`src/design/pie_pkg.sv`:
```
// Shared types and constants of the PageRank iteration engine.
package pie_pkg;

  localparam int unsigned MaxNodes = 4096;
  localparam int unsigned MaxEdges = 65536;
  localparam int unsigned MaxIters = 16;
  localparam int unsigned VW = $clog2(MaxNodes);
  localparam int unsigned EW = $clog2(MaxEdges);

  // Input operation codes.
  localparam logic [1:0] OP_LOAD_VERTEX = 2'd0;
  localparam logic [1:0] OP_LOAD_EDGE   = 2'd1;
  localparam logic [1:0] OP_RUN         = 2'd2;
  localparam logic [1:0] OP_READ        = 2'd3;

  // Configuration register indexes.
  localparam logic [1:0] REG_NODE_COUNT = 2'd0;
  localparam logic [1:0] REG_ITER_COUNT = 2'd1;
  localparam logic [1:0] REG_DAMPING    = 2'd2;

  typedef enum logic [4:0] {
    DP_NONE,
    DP_LD_V,
    DP_LD_E,
    DP_SETUP,
    DP_INIT_Q,
    DP_BASE_Q,
    DP_INIT_WR,
    DP_CON_ZERO,
    DP_CON_DIV,
    DP_CON_WR,
    DP_UPD_LATCH,
    DP_E_ADD,
    DP_MUL_HI,
    DP_MUL_LO,
    DP_UPD_WR,
    DP_REPORT,
    DP_RD_SET,
    DP_RD_OUT
  } dp_op_e;

  typedef enum logic [4:0] {
    ST_IDLE,
    ST_DIV1,
    ST_DIV2,
    ST_BASE,
    ST_INIT,
    ST_C_WAIT,
    ST_C_CHK,
    ST_C_DIV,
    ST_U_WAIT,
    ST_U_LATCH,
    ST_U_CHK,
    ST_E_A,
    ST_E_B,
    ST_E_C,
    ST_MUL_HI,
    ST_MUL_LO,
    ST_U_WR,
    ST_REPORT,
    ST_R_WAIT,
    ST_R_OUT
  } state_e;

  typedef struct packed {
    dp_op_e op;
  } cmd_t;

  typedef struct packed {
    logic div_busy;
    logic v_last;
    logic e_done;
    logic od_zero;
    logic out_free;
    logic it_last;
  } status_t;

endpackage

```
`src/design/pie_ctrl.sv`:
```
// Sequencer of the PageRank iteration engine.
module pie_ctrl (
  input  logic             clk_i,
  input  logic             rst_ni,
  input  logic             in_valid_i,
  input  logic [1:0]       in_op_i,
  output logic             in_ready_o,
  input  pie_pkg::status_t status_i,
  output pie_pkg::cmd_t    cmd_o
);

  pie_pkg::state_e state_q, state_d;

  always_ff @(posedge clk_i or negedge rst_ni) begin
    if (!rst_ni) begin
      state_q <= pie_pkg::ST_IDLE;
    end else begin
      state_q <= state_d;
    end
  end

  always_comb begin
    state_d    = state_q;
    cmd_o.op   = pie_pkg::DP_NONE;
    in_ready_o = (state_q == pie_pkg::ST_IDLE);
    case (state_q)
      pie_pkg::ST_IDLE: begin
        if (in_valid_i) begin
          case (in_op_i)
            pie_pkg::OP_LOAD_VERTEX: cmd_o.op = pie_pkg::DP_LD_V;
            pie_pkg::OP_LOAD_EDGE:   cmd_o.op = pie_pkg::DP_LD_E;
            pie_pkg::OP_RUN: begin
              cmd_o.op = pie_pkg::DP_SETUP;
              state_d  = pie_pkg::ST_DIV1;
            end
            default: begin
              cmd_o.op = pie_pkg::DP_RD_SET;
              state_d  = pie_pkg::ST_R_WAIT;
            end
          endcase
        end
      end
      pie_pkg::ST_DIV1: begin
        if (!status_i.div_busy) begin
          cmd_o.op = pie_pkg::DP_INIT_Q;
          state_d  = pie_pkg::ST_DIV2;
        end
      end
      pie_pkg::ST_DIV2: begin
        if (!status_i.div_busy) begin
          state_d = pie_pkg::ST_BASE;
        end
      end
      pie_pkg::ST_BASE: begin
        cmd_o.op = pie_pkg::DP_BASE_Q;
        state_d  = pie_pkg::ST_INIT;
      end
      pie_pkg::ST_INIT: begin
        cmd_o.op = pie_pkg::DP_INIT_WR;
        if (status_i.v_last) begin
          state_d = pie_pkg::ST_C_WAIT;
        end
      end
      pie_pkg::ST_C_WAIT: state_d = pie_pkg::ST_C_CHK;
      pie_pkg::ST_C_CHK: begin
        if (status_i.od_zero) begin
          cmd_o.op = pie_pkg::DP_CON_ZERO;
          state_d  = status_i.v_last ? pie_pkg::ST_U_WAIT : pie_pkg::ST_C_WAIT;
        end else begin
          cmd_o.op = pie_pkg::DP_CON_DIV;
          state_d  = pie_pkg::ST_C_DIV;
        end
      end
      pie_pkg::ST_C_DIV: begin
        if (!status_i.div_busy) begin
          cmd_o.op = pie_pkg::DP_CON_WR;
          state_d  = status_i.v_last ? pie_pkg::ST_U_WAIT : pie_pkg::ST_C_WAIT;
        end
      end
      pie_pkg::ST_U_WAIT: state_d = pie_pkg::ST_U_LATCH;
      pie_pkg::ST_U_LATCH: begin
        cmd_o.op = pie_pkg::DP_UPD_LATCH;
        state_d  = pie_pkg::ST_U_CHK;
      end
      pie_pkg::ST_U_CHK: begin
        state_d = status_i.e_done ? pie_pkg::ST_MUL_HI : pie_pkg::ST_E_A;
      end
      pie_pkg::ST_E_A: state_d = pie_pkg::ST_E_B;
      pie_pkg::ST_E_B: state_d = pie_pkg::ST_E_C;
      pie_pkg::ST_E_C: begin
        cmd_o.op = pie_pkg::DP_E_ADD;
        state_d  = pie_pkg::ST_U_CHK;
      end
      pie_pkg::ST_MUL_HI: begin
        cmd_o.op = pie_pkg::DP_MUL_HI;
        state_d  = pie_pkg::ST_MUL_LO;
      end
      pie_pkg::ST_MUL_LO: begin
        cmd_o.op = pie_pkg::DP_MUL_LO;
        state_d  = pie_pkg::ST_U_WR;
      end
      pie_pkg::ST_U_WR: begin
        cmd_o.op = pie_pkg::DP_UPD_WR;
        state_d  = status_i.v_last ? pie_pkg::ST_REPORT : pie_pkg::ST_U_WAIT;
      end
      pie_pkg::ST_REPORT: begin
        if (status_i.out_free) begin
          cmd_o.op = pie_pkg::DP_REPORT;
          state_d  = status_i.it_last ? pie_pkg::ST_IDLE : pie_pkg::ST_C_WAIT;
        end
      end
      pie_pkg::ST_R_WAIT: state_d = pie_pkg::ST_R_OUT;
      pie_pkg::ST_R_OUT: begin
        if (status_i.out_free) begin
          cmd_o.op = pie_pkg::DP_RD_OUT;
          state_d  = pie_pkg::ST_IDLE;
        end
      end
      default: state_d = pie_pkg::ST_IDLE;
    endcase
  end

endmodule

```
`config.mk`:
```
export PLATFORM = sky130hd
export DESIGN_NAME = pie_ctrl
export DESIGN_NICKNAME = d
export VERILOG_FILES = /design/src/design/pie_pkg.sv /design/src/design/pie_ctrl.sv
export SDC_FILE = /design/constraint.sdc
export NUM_CORES = 1
export LEC_CHECK = 0
export BUFFER_PORTS_ARGS = -buffer_cell sky130_fd_sc_hd__clkbuf_2
export CORE_MARGIN = 4
export CORE_UTILIZATION = 45
export CTS_CLUSTER_SIZE = 40
export DETAILED_ROUTE_END_ITERATION = 10
export PLACE_DENSITY_LB_ADDON = 0.1
export REMOVE_ABC_BUFFERS = 1
export SYNTH_ARGS = -nofsm -noshare
export SYNTH_HDL_FRONTEND = slang
export SYNTH_SLANG_ARGS = --single-unit
```
`constraint.sdc`:
```
create_clock -name clk_i -period 2.3 [get_ports clk_i]
set_clock_uncertainty 0.15 [all_clocks]
set_input_delay 0 -clock clk_i [delete_from_list [all_inputs] [get_ports clk_i]]
set_output_delay 0 -clock clk_i [all_outputs]
set_load 0.1 [all_outputs]
```
# Yosys cells after proc, flatten, opt, wreduce, memory -nomap -nowiden
# Cells that the tools add are included.
[op_classes] eq_ne=29 n_mux=22 reduce_logical=5
[op_table] operator="5-bit case mux with 19 select lines" n=1
[op_table] operator="5-bit case mux with 13 select lines" n=1
[op_table] operator="5-bit 2-to-1 mux" n=10
[op_table] operator="5-bit by 4-bit equality test with 1-bit output, second input constant" n=8
[op_table] operator="5-bit by 3-bit equality test with 1-bit output, second input constant" n=4
[op_table] operator="5-bit equality test, second input constant" n=4
[op_table] operator="4-bit 2-to-1 mux" n=5
[op_table] operator="2-bit inequality test, second input constant" n=8
[op_table] operator="5-bit case mux with 3 select lines" n=1
[op_table] operator="5-bit by 2-bit equality test with 1-bit output, second input constant" n=2
[op_table] operator="5-bit case mux with 2 select lines" n=1
[op_table] operator="3-bit 2-to-1 mux" n=3
[op_table] operator="8-bit AND reduction" n=1
[op_table] operator="5-bit by 1-bit equality test with 1-bit output, second input constant" n=1
[op_table] operator="5-bit zero test" n=1
[op_table] operator="2-bit OR reduction" n=2
[op_table] operator="2-bit by 1-bit equality test with 1-bit output, second input constant" n=1
[op_table] operator="2-bit equality test, second input constant" n=1
[op_table] operator="2-bit zero test" n=1
[totals] regBits=5 inputBits=11 out_inout_bits=6 wordCells=57

# Longest topological paths before layout
# Gate-level depths: netlist of the first run.
[depth] depth_word=5 mapped_depth=6 mapped_depth_nobuf=5

# Worst setup path before layout of the first run
# Ideal clock, no wire load.
[synth_timing] path_kind="register to output" startpoint="register state_q[3]" endpoint="output port cmd_o[1] (netlist bit)" arrival_time_ns=4.461 t_required_ns=2.150 setup_slack_ns=-2.311 stages_incl_launch_ff=6 n_path_buf=2 path_cell_list="dfrtp_1 -> buf_2 -> buf_4 -> nor3b_1 -> a21oi_1 -> o311ai_0"
[synth_lines] element="start: declaration" line_no="pie_ctrl.sv:12" rtl="pie_pkg::state_e state_q, state_d;"
[synth_lines] element="start signal: assignment" line_no="pie_ctrl.sv:16" rtl="state_q <= pie_pkg::ST_IDLE;"
[synth_lines] element="start signal: assignment" line_no="pie_ctrl.sv:18" rtl="state_q <= state_d;"
[synth_lines] element="end: declaration" line_no="pie_ctrl.sv:9" rtl="output pie_pkg::cmd_t cmd_o"

==> summary.md, run 1 <==
| Metric | Value |
|---|---|
| Status | `finished clean` |
| Clk_lat worst skew | `about 240 ps` |
| Post-route minimum period | `2204 ps` |
| Antenna cell count | `0` |
| Fin area | `approximately 0.0011 sq mm` |
| Worst-margin pin slew | `around 630 ps` |
| Die Span Y | `slightly above 50 um` |
| Post-synthesis sequential area ratio | `between 10% and 20%` |
| Post-CTS Setup Bufs | `0` |
| MaxCap Viol Count | `0` |
| Worst Path Required | `2150 ps` |
| Rel. slew slack | `57.38%` |
| DRC | `0` |
| Die area | `about 0.0027 sq mm` |
| Dominant synthesized flop cell | `dfrtp_1` |
| Detailed placer's ending HPWL | `~1.9 mm` |
| Final Hold Viols | `0` |
| Synth Instances | `between 100 and 150` |
| TritonCTS clock tree | `built` |
| PortBufs | `16` |
| Post-synthesis cell type count | `53` |
| Crit path launch type | `register` |
| Top reg by flops | `state_q` |
| Largest regs | `state_q x5` |
| Final Max Slew Viols | `0` |
| Worst Hold Class | `primary input to register` |
| Initial DRC count | `16` |
| Critical Path Sink Type | `primary output` |
| Fill count | `roughly 170` |
| Nets | `around 150` |
| Htree depth | `1` |
| CP Class | `register to primary output` |
| Post-route ant nets | `0` |
| Total track usage | `approximately 20%` |
| Setup violations, final | `0` |
| Fmax | `roughly 450 MHz` |
| Critical path arrival | `~2100 ps` |
| Gr ovfl total | `0` |
| Clk sinks | `5` |
| Yosys warnings | `0` |
| Antenna violations before repair | `0` |
| Pre-antenna DRT Iters | `4` |
| Share of cells above drive strength 1 | `approximately a third` |
| Fin cells | `157` |
| Gpl congestion | `between 0.9 and 1` |
| Pin count of the biggest net entering global routing | `16` |
| Dpl cells | `150` |
| Post-synthesis simple-gate area fraction | `approximately a third` |
| # IOs | `17` |
| Die width | `51.87 um` |
| Fin crit share | `around 96%` |
| CTS buffer count | `3` |
| Vias | `961` |
| Mux contribution to synthesized area | `under 10%` |
| First-pass GRT wire length | `slightly above 4 mm` |
| Total Wirelength | `2.441 mm` |
| Cell Area, Placed | `roughly 0.0011 sq mm` |
| Core area | `roughly 0.0018 sq mm` |
| Via density | `a little over 6` |
| Worst hold margin | `about 29 ps` |
| Row count | `15` |
| DR WL/cell | `15.55 um` |
| Seq cells post-synth | `5` |
| Root buffer cell | `clkbuf_4` |
| CTS Buffer Depth | `2` |
| Synth Area in XOR/XNOR | `roughly 1.0%` |
| Syn-to-layout area delta | `30.35%` |
| Adder-Cell Fraction of Synth Area | `under 10%` |
| Flip-flop count of the largest register after layout | `5` |
| Initial core utilization | `48.56%` |
| Combinational family with the most area after synthesis | `simple AND/OR/NAND/NOR gates` |
| EDFF count, synth | `0` |
| Asr flop ratio synth | `between 90% and 100%` |
| Compound-cell area share of the yosys netlist | `between 30% and 40%` |
| Number of global-route vias before repair | `around 940` |
| Mapped Avg Cell Area | `7.871 sq um` |
| Synthesized cell area | `865.8 sq um` |
| CP Max Fanout | `15` |
| CTS clk-pin slew, worst paths | `around 40 ps` |
[layout make-up]
cell class | instances | area, sq um | area share, %
repair buffers | 28 | 255.2 | 22.62
inverters | 6 | 22.52 | 1.996
flip-flops and latches | 5 | 128.9 | 11.42
well taps | 25 | 31.28 | 2.772
multi-input cells | 89 | 664.4 | 58.87
clock buffers | 4 | 26.28 | 2.328
[layout by cell type (no fill, tap or decap), types with 3 or more instances in the layout]
| cell type | count |
|---|---|
| dfrtp_2 | 3 |
| buf_12 | 5 |
| nand3_1 | 4 |
| buf_4 | 10 |
| ha_1 | 4 |
| clkbuf_4 | 3 |
| nor2_1 | 6 |
| clkbuf_2 | 10 |
| nand2_1 | 9 |
| dlygate4sd3_1 | 3 |
| a21oi_1 | 3 |
| nand3b_1 | 4 |
| inv_1 | 6 |
| o21ai_0 | 5 |
[per-layer routing]
| metal | share of wire [%] | GRT usage, % | up-vias |
|---|---|---|---|
| met5 | 0 | 0 | - |
| met4 | 3.2 | 12.66 | 0 |
| met3 | 4.4 | 1.146 | 8 |
| met2 | 47 | 32.85 | 31 |
| met1 | 45 | 25.39 | 455 |
| li1 | - | - | 467 |
[synthesized netlist by cell type, drive strengths merged, types with 3 or more instances]
cell    count  share of area [%]
nand3b      4                3.5
ha          4                5.8
inv         6                2.6
buf         8                7.1
nand3       4                2.3
or3b        4                4.0
nand2       9                3.9
nor3        4                2.3
dfrtp       5                 14
o21ai       5                2.9
a21oi       3                1.7
nor2        6                2.6
[cells by family (layout without fill, tap and decap cells)]
kind of cell    count (synthesis)  count (layout)
mux                             2               2
simple gates                   47              47
xor+xnor                        1               1
flops                           5               5
fa+ha+maj                       4               4
compound gates                 35              35
buf+inv                        16              38
[path summary, 6_finish.rpt]
| check | slack, ps | startpoint | end | depth (start not counted) |
|---|---|---|---|---|
| setup / recovery | 100 | state_q[3] | cmd_o[1] | 5 |
| min in group asynchronous | 530 | rst_ni | state_q[3] | 3 |
| max in group asynchronous | 1250 | rst_ni | state_q[4] | 3 |
| hold / removal | 30 | status_i[4] | state_q[3] | 3 |
| setup reg to reg | 300 | state_q[0] | state_q[1] | 5 |
| hold reg to reg | 640 | state_q[4] | state_q[2] | 3 |
[through the flow]
step / utilization [%] / setup slack, ps / setup TNS, ps
final: 63.30 / 95.72 / 0
after global routing: 63.30 / -5.285 / -5.285
after detailed placement: 59.09 / 221.5 / 0
after global placement: 59.09 / 209.5 / 0
after CTS: 62.60 / 7.408 / 0
after floorplan: - / -2228 / -5049
[critical path, cell delays in order (launching register included)]
cell and delay [ps]:
dfrtp_2 500, or3b_2 550, a211oi_2 250, nor2_1 80
o311ai_0 170, buf_12 260
[timing repair]
item,CTS,global route
gates resized for setup,2,4
hold buffers,3,0
endpoints found under the setup margin,2,4
endpoints found under the hold margin,6,0
Power of run 1 is left out: the tool's default activity adds up to more than one toggle a clock period on the data nets, which glitch-free logic cannot reach.
==> run 2, diff against run 1 <==
--- a/config.mk
+++ b/config.mk
@@ -10,8 +10,9 @@
 export CORE_UTILIZATION = 45
 export CTS_CLUSTER_SIZE = 40
 export DETAILED_ROUTE_END_ITERATION = 10
-export PLACE_DENSITY_LB_ADDON = 0.1
+export PLACE_DENSITY_LB_ADDON = 0.25
 export REMOVE_ABC_BUFFERS = 1
 export SYNTH_ARGS = -nofsm -noshare
 export SYNTH_HDL_FRONTEND = slang
 export SYNTH_SLANG_ARGS = --single-unit
+export TNS_END_PERCENT = 50
==> run 2 against run 1 <==
  * Via count decreased by 2.3%
  * Critical path type unchanged
  * Final cell count did not move
  * Register-to-register slack better by 30 ps
  * Non-clock buffer count unchanged
  * Worst hold slack improved by 18 ps
  * Count of clock-buffer cells in the layout unchanged
  * Die area unchanged
  * Critical path depth up 1
  * Global-route usage increased by 0.16 points
  * Cell area shrank 0.78%
  * Setup slack lost 23 ps
==> summary.md, run 2 (synthesis results as in run 1) <==
| Metric | Value |
|---|---|
| DRC | `0 (unchanged)` |
| First-pass GRT wire length | `4.133 mm (+1.0%)` |
| RSZ-0062 raised after global routing | `yes` |
| Die Span Y | `51.87 um (unchanged)` |
| Gpl congestion | `0.9114 (-1.9%)` |
| Via density | `5.981 (-2.3%)` |
| Rel. slew slack | `57.51% (+0.13 points)` |
| Htree depth | `1 (unchanged)` |
| Top reg by flops | `state_q` |
| Gr ovfl total | `0 (unchanged)` |
| Clk sinks | `5 (unchanged)` |
| CTS clk-pin slew, worst paths | `40 ps (about the same)` |
| Final Max Slew Viols | `0 (unchanged)` |
| Pin count of the biggest net entering global routing | `18 (+2)` |
| Detailed placer's ending HPWL | `1.819 mm (-2.4%)` |
| Grt met1 use | `25.35% (-0.042 points)` |
| TritonCTS clock tree | `built` |
| Fill count | `164 (-0.61%)` |
| Die width | `51.87 um (unchanged)` |
| Met3 usage | `3.438% (+2.3 points)` |
| CP Class | `register to primary output` |
| Critical path arrival | `2080 ps (+30 ps)` |
| Met2 Use GR | `33.89% (+1.0 points)` |
| Grt peak-use layer | `met2` |
| Antenna cell count | `0 (unchanged)` |
| Number of global-route vias before repair | `911 (-3.3%)` |
| Worst Hold Class | `primary input to register` |
| Fin crit share | `96.84% (+1.0 points)` |
| Flip-flop count of the largest register after layout | `5 (unchanged)` |
| Total track usage | `20.24% (+0.16 points)` |
| Row count | `15 (unchanged)` |
| Root buffer cell | `clkbuf_4` |
| Status | `finished clean` |
| Worst-margin pin slew | `629.4 ps (-1.948 ps)` |
| Initial DRC count | `25 (+9)` |
| Multi-input gate area | `654.4 sq um (-1.5%)` |
| Crit path launch type | `register` |
| Register area | `130.1 sq um (+0.97%)` |
| CP Max Fanout | `17 (+2)` |
| Vias | `939 (-2.3%)` |
| Pre-antenna DRT Iters | `4 (unchanged)` |
| Initial core utilization | `48.56% (unchanged)` |
| Nets | `148 (unchanged)` |
| Final Hold Viols | `0 (unchanged)` |
| DR WL/cell | `14.97 um (-3.7%)` |
| Setup TNS | `0 ps (unchanged)` |
| Worst Path Required | `2150 ps (about the same)` |
| Fmax | `449.0 MHz (-1.0%)` |
| Commonest cells after routing, fill and taps aside | `clkbuf_2 (10), buf_4 (10), nand2_1 (9)` |
| Critical Path Sink Type | `primary output` |
| Die area | `0.002690 sq mm (unchanged)` |
| Largest regs | `state_q x5` |
| CTS Buffer Depth | `2 (unchanged)` |
| Worst slack at placement | `301.7 ps (+80.16 ps)` |
| Share of cells above drive strength 1 | `31.06% (-0.76 points)` |
| Post-route minimum period | `2227 ps (+22.99 ps)` |
| PortBufs | `16 (unchanged)` |
| Syn-to-layout area delta | `29.33%` |
| Core area | `0.001783 sq mm (unchanged)` |
| Antenna violations before repair | `0 (unchanged)` |
| Final worst setup slack | `72.73 ps (-22.99 ps)` |
| CTS buffer count | `3 (unchanged)` |
| Setup violations, final | `0 (unchanged)` |
| MaxCap Viol Count | `0 (unchanged)` |
| Total Wirelength | `2.350 mm (-3.7%)` |
| Post-route ant nets | `0 (unchanged)` |
| # IOs | `17 (unchanged)` |
| Clk_lat worst skew | `240 ps (about the same)` |
[run 2: timing repair]
| action | in CTS | in global routing |
|---|---|---|
| hold buffers | 3 | 0 |
| setup buffers | 0 | 0 |
| hold endpoints to repair | 6 | 0 |
| resized for setup | 0 | 5 |
| endpoints found under the setup margin | 0 | 3 |
[run 2: critical path: stages, from the launching register on]
cell and delay, ps:
dfrtp_1 550, buf_4 250, nand3b_1 160, nor3_1 340, nor2_1 100, o311ai_0 180, buf_12 260
[run 2: metal layers]
layer	share of wire [%]	vias up
li1	-	466
met1	44	435
met2	49	34
met3	6.0	4
met4	1.5	0
met5	0	-
[run 2: final cells by class]
class                      instances  share of cell area, %
tap                               25                  2.793
multi-input combinational         89                  58.44
inverter                           6                  2.011
sequential                         5                  11.62
clock buffer                       4                  2.346
timing repair buffer              28                  22.79
[run 2: through the flow]
| step | hold WS [ps] | std cells | cell area [sq um] | utilization, % |
|---|---|---|---|---|
| global route | 79.92 | 157 | 1120 | 62.81 |
| global placement | -333.6 | 150 | 1054 | 59.09 |
| floorplan | -445.6 | 100 | 797.0 | - |
| CTS | 45.33 | 157 | 1110 | 62.25 |
| detailed placement | -334.2 | 150 | 1054 | 59.09 |
| finish | 47.17 | 157 | 1120 | 62.81 |
[run 2: final timing paths]
path	from	endpoint	slack [ps]	cells after the start
setup / recovery	state_q[0]	cmd_o[1]	70	6
hold / removal	status_i[4]	state_q[3]	50	3
setup reg to reg	state_q[0]	state_q[3]	330	4
hold reg to reg	state_q[3]	state_q[3]	660	3
max in group asynchronous	rst_ni	state_q[2]	1290	3
min in group asynchronous	rst_ni	state_q[3]	510	3
Power of run 2 is left out for the same reason.
==> run 3, diff against run 2 <==
--- a/config.mk
+++ b/config.mk
@@ -6,6 +6,7 @@
 export NUM_CORES = 1
 export LEC_CHECK = 0
 export BUFFER_PORTS_ARGS = -buffer_cell sky130_fd_sc_hd__clkbuf_2
+export CORE_ASPECT_RATIO = 0.7
 export CORE_MARGIN = 4
 export CORE_UTILIZATION = 45
 export CTS_CLUSTER_SIZE = 40
==> constraint.sdc (replaced) <==
create_clock -name clk_i -period 2.3 [get_ports clk_i]
set_clock_uncertainty 0.15 [all_clocks]
set_input_delay 0.23 -clock clk_i [delete_from_list [all_inputs] [get_ports clk_i]]
set_output_delay 0.23 -clock clk_i [all_outputs]
set_load 0.1 [all_outputs]
==> run 3 against run 2 <==
  * Final cell count unchanged
  * Via count increased by 12%
  * Highest routed layer unchanged
  * Maximum frequency decreased by 1.4%
  * Die area increased by 0.41%
  * Setup slack got worse by 31 ps
==> summary.md, run 3 (synthesis results as in run 1) <==
| Metric | Value |
|---|---|
| Status | `finished clean` |
| Root buffer cell | `clkbuf_4` |
| Critical path arrival | `1880 ps (-200 ps)` |
| Syn-to-layout area delta | `42.34%` |
| Antenna cell count | `0 (unchanged)` |
| CTS Buffer Depth | `2 (unchanged)` |
| Vias | `1050 (+12%)` |
| # IOs | `17 (unchanged)` |
| Largest regs | `state_q x5` |
| Flip-flop count of the largest register after layout | `5 (unchanged)` |
| Die Span Y | `44.70 um (-14%)` |
| Top reg by flops | `state_q` |
| RSZ-0062 raised after global routing | `yes` |
| CTS buffer count | `3 (unchanged)` |
| Gpl congestion | `0.8815 (-3.3%)` |
| Htree depth | `1 (unchanged)` |
| Initial DRC count | `85 (+240%)` |
| Nets | `152 (+2.7%)` |
| MaxCap Viol Count | `0 (unchanged)` |
| Critical Path Sink Type | `primary output` |
| Antenna violations before repair | `0 (unchanged)` |
| Pre-antenna DRT Iters | `4 (unchanged)` |
| Rel. slew slack | `59.74% (+2.2 points)` |
| Total Wirelength | `2.878 mm (+22%)` |
| Worst hold margin | `166.3 ps (+119.2 ps)` |
| CTS clk-pin slew, worst paths | `60 ps (+20 ps)` |
| DRC | `0 (unchanged)` |
| Setup TNS | `0 ps (unchanged)` |
| Clk_lat worst skew | `260 ps (+20 ps)` |
| Fmax | `442.8 MHz (-1.4%)` |
| Pin count of the biggest net entering global routing | `20 (+2)` |
| Share of cells above drive strength 1 | `36.76% (+5.7 points)` |
| TritonCTS clock tree | `built` |
| Fin crit share | `98.19% (+1.4 points)` |
| Die area | `0.002701 sq mm (+0.41%)` |
| Crit path launch type | `register` |
| Fin area | `0.001232 sq mm (+10%)` |
| Row count | `12 (-3)` |
| Final Hold Viols | `0 (unchanged)` |
| Commonest cells after routing, fill and taps aside | `buf_4 (12), clkbuf_2 (10), nand2_1 (9)` |
| Worst Hold Class | `primary input to asynchronous set/reset pin` |
| Die width | `60.43 um (+17%)` |
| Post-route minimum period | `2258 ps (+31.10 ps)` |
| Core area | `0.001697 sq mm (-4.8%)` |
| PortBufs | `16 (unchanged)` |
| CP Class | `register to primary output` |
| DR WL/cell | `18.33 um (+22%)` |
| Post-route ant nets | `0 (unchanged)` |
| First-pass GRT wire length | `4.202 mm (+1.7%)` |
| CP Max Fanout | `15 (-2)` |
| Total track usage | `21.39% (+1.2 points)` |
| Worst-margin pin slew | `598.6 ps (-30.79 ps)` |
| Via density | `6.688 (+12%)` |
| Initial core utilization | `51.03% (+2.5 points)` |
| Clk sinks | `5 (unchanged)` |
| Most common cell after layout, fill and taps aside | `buf_4` |
| Number of global-route vias before repair | `897 (-1.5%)` |
| Setup violations, final | `0 (unchanged)` |
| Cell Area, Placed | `0.001089 sq mm (+3.3%)` |
| Gr ovfl total | `0 (unchanged)` |
| Worst Path Required | `1920 ps (-230 ps)` |
| Final Max Slew Viols | `0 (unchanged)` |
| Detailed placer's ending HPWL | `1.940 mm (+6.6%)` |
[run 3: repair_timing]
item,4_1_cts,5_1_grt
hold buffers,1,0
endpoints found under the setup margin,4,5
buffers inserted,2,2
endpoints found under the hold margin,5,0
pin swaps,0,3
gates resized for setup,6,10
[run 3: metal layers]
layer / up-vias / track usage, % / wire (um)
li1: 473 / - / -
met1: 504 / 31.85 / 1232
met2: 65 / 30.17 / 1296
met3: 8 / 4.286 / 279
met4: 0 / 7.792 / 69
met5: - / 0 / 0
[run 3: through the flow]
stage | cells | setup slack (ps) | util, %
floorplan | 100 | -2458 | -
global placement | 148 | 231.9 | 64.16
detailed placement | 148 | 206.3 | 64.16
CTS | 155 | -18.03 | 69.10
global route | 157 | -34.34 | 72.64
finish | 157 | 41.63 | 72.64
[run 3: final cells by class]
class | count | area (sq um)
Inverter | 6 | 22.52
Fill cell | 133 | 464.2
Multi-Input combinational cell | 89 | 705.7
Clock buffer | 4 | 26.28
Sequential cell | 5 | 126.4
Timing Repair Buffer | 32 | 325.3
Tap cell | 21 | 26.28
[run 3: final timing paths]
path,start,slack [ps],end,cells past startpoint
hold reg to reg,state_q[4],520,state_q[3],2
setup / recovery,state_q[2],40,cmd_o[0],6
hold / removal,rst_ni,170,state_q[2],2
setup reg to reg,state_q[2],130,state_q[0],7
max in group asynchronous,rst_ni,1670,state_q[1],2
min in group clk_i,status_i[1],190,state_q[4],4
[run 3: worst max-delay path, cell delays in order, from the launching register on]
cell	delay, ps
dfrtp_1	410
buf_6	160
buf_4	160
nor4bb_4	390
a21oi_1	130
o2111ai_1	140
buf_12	220
Power of run 3 is left out for the same reason.
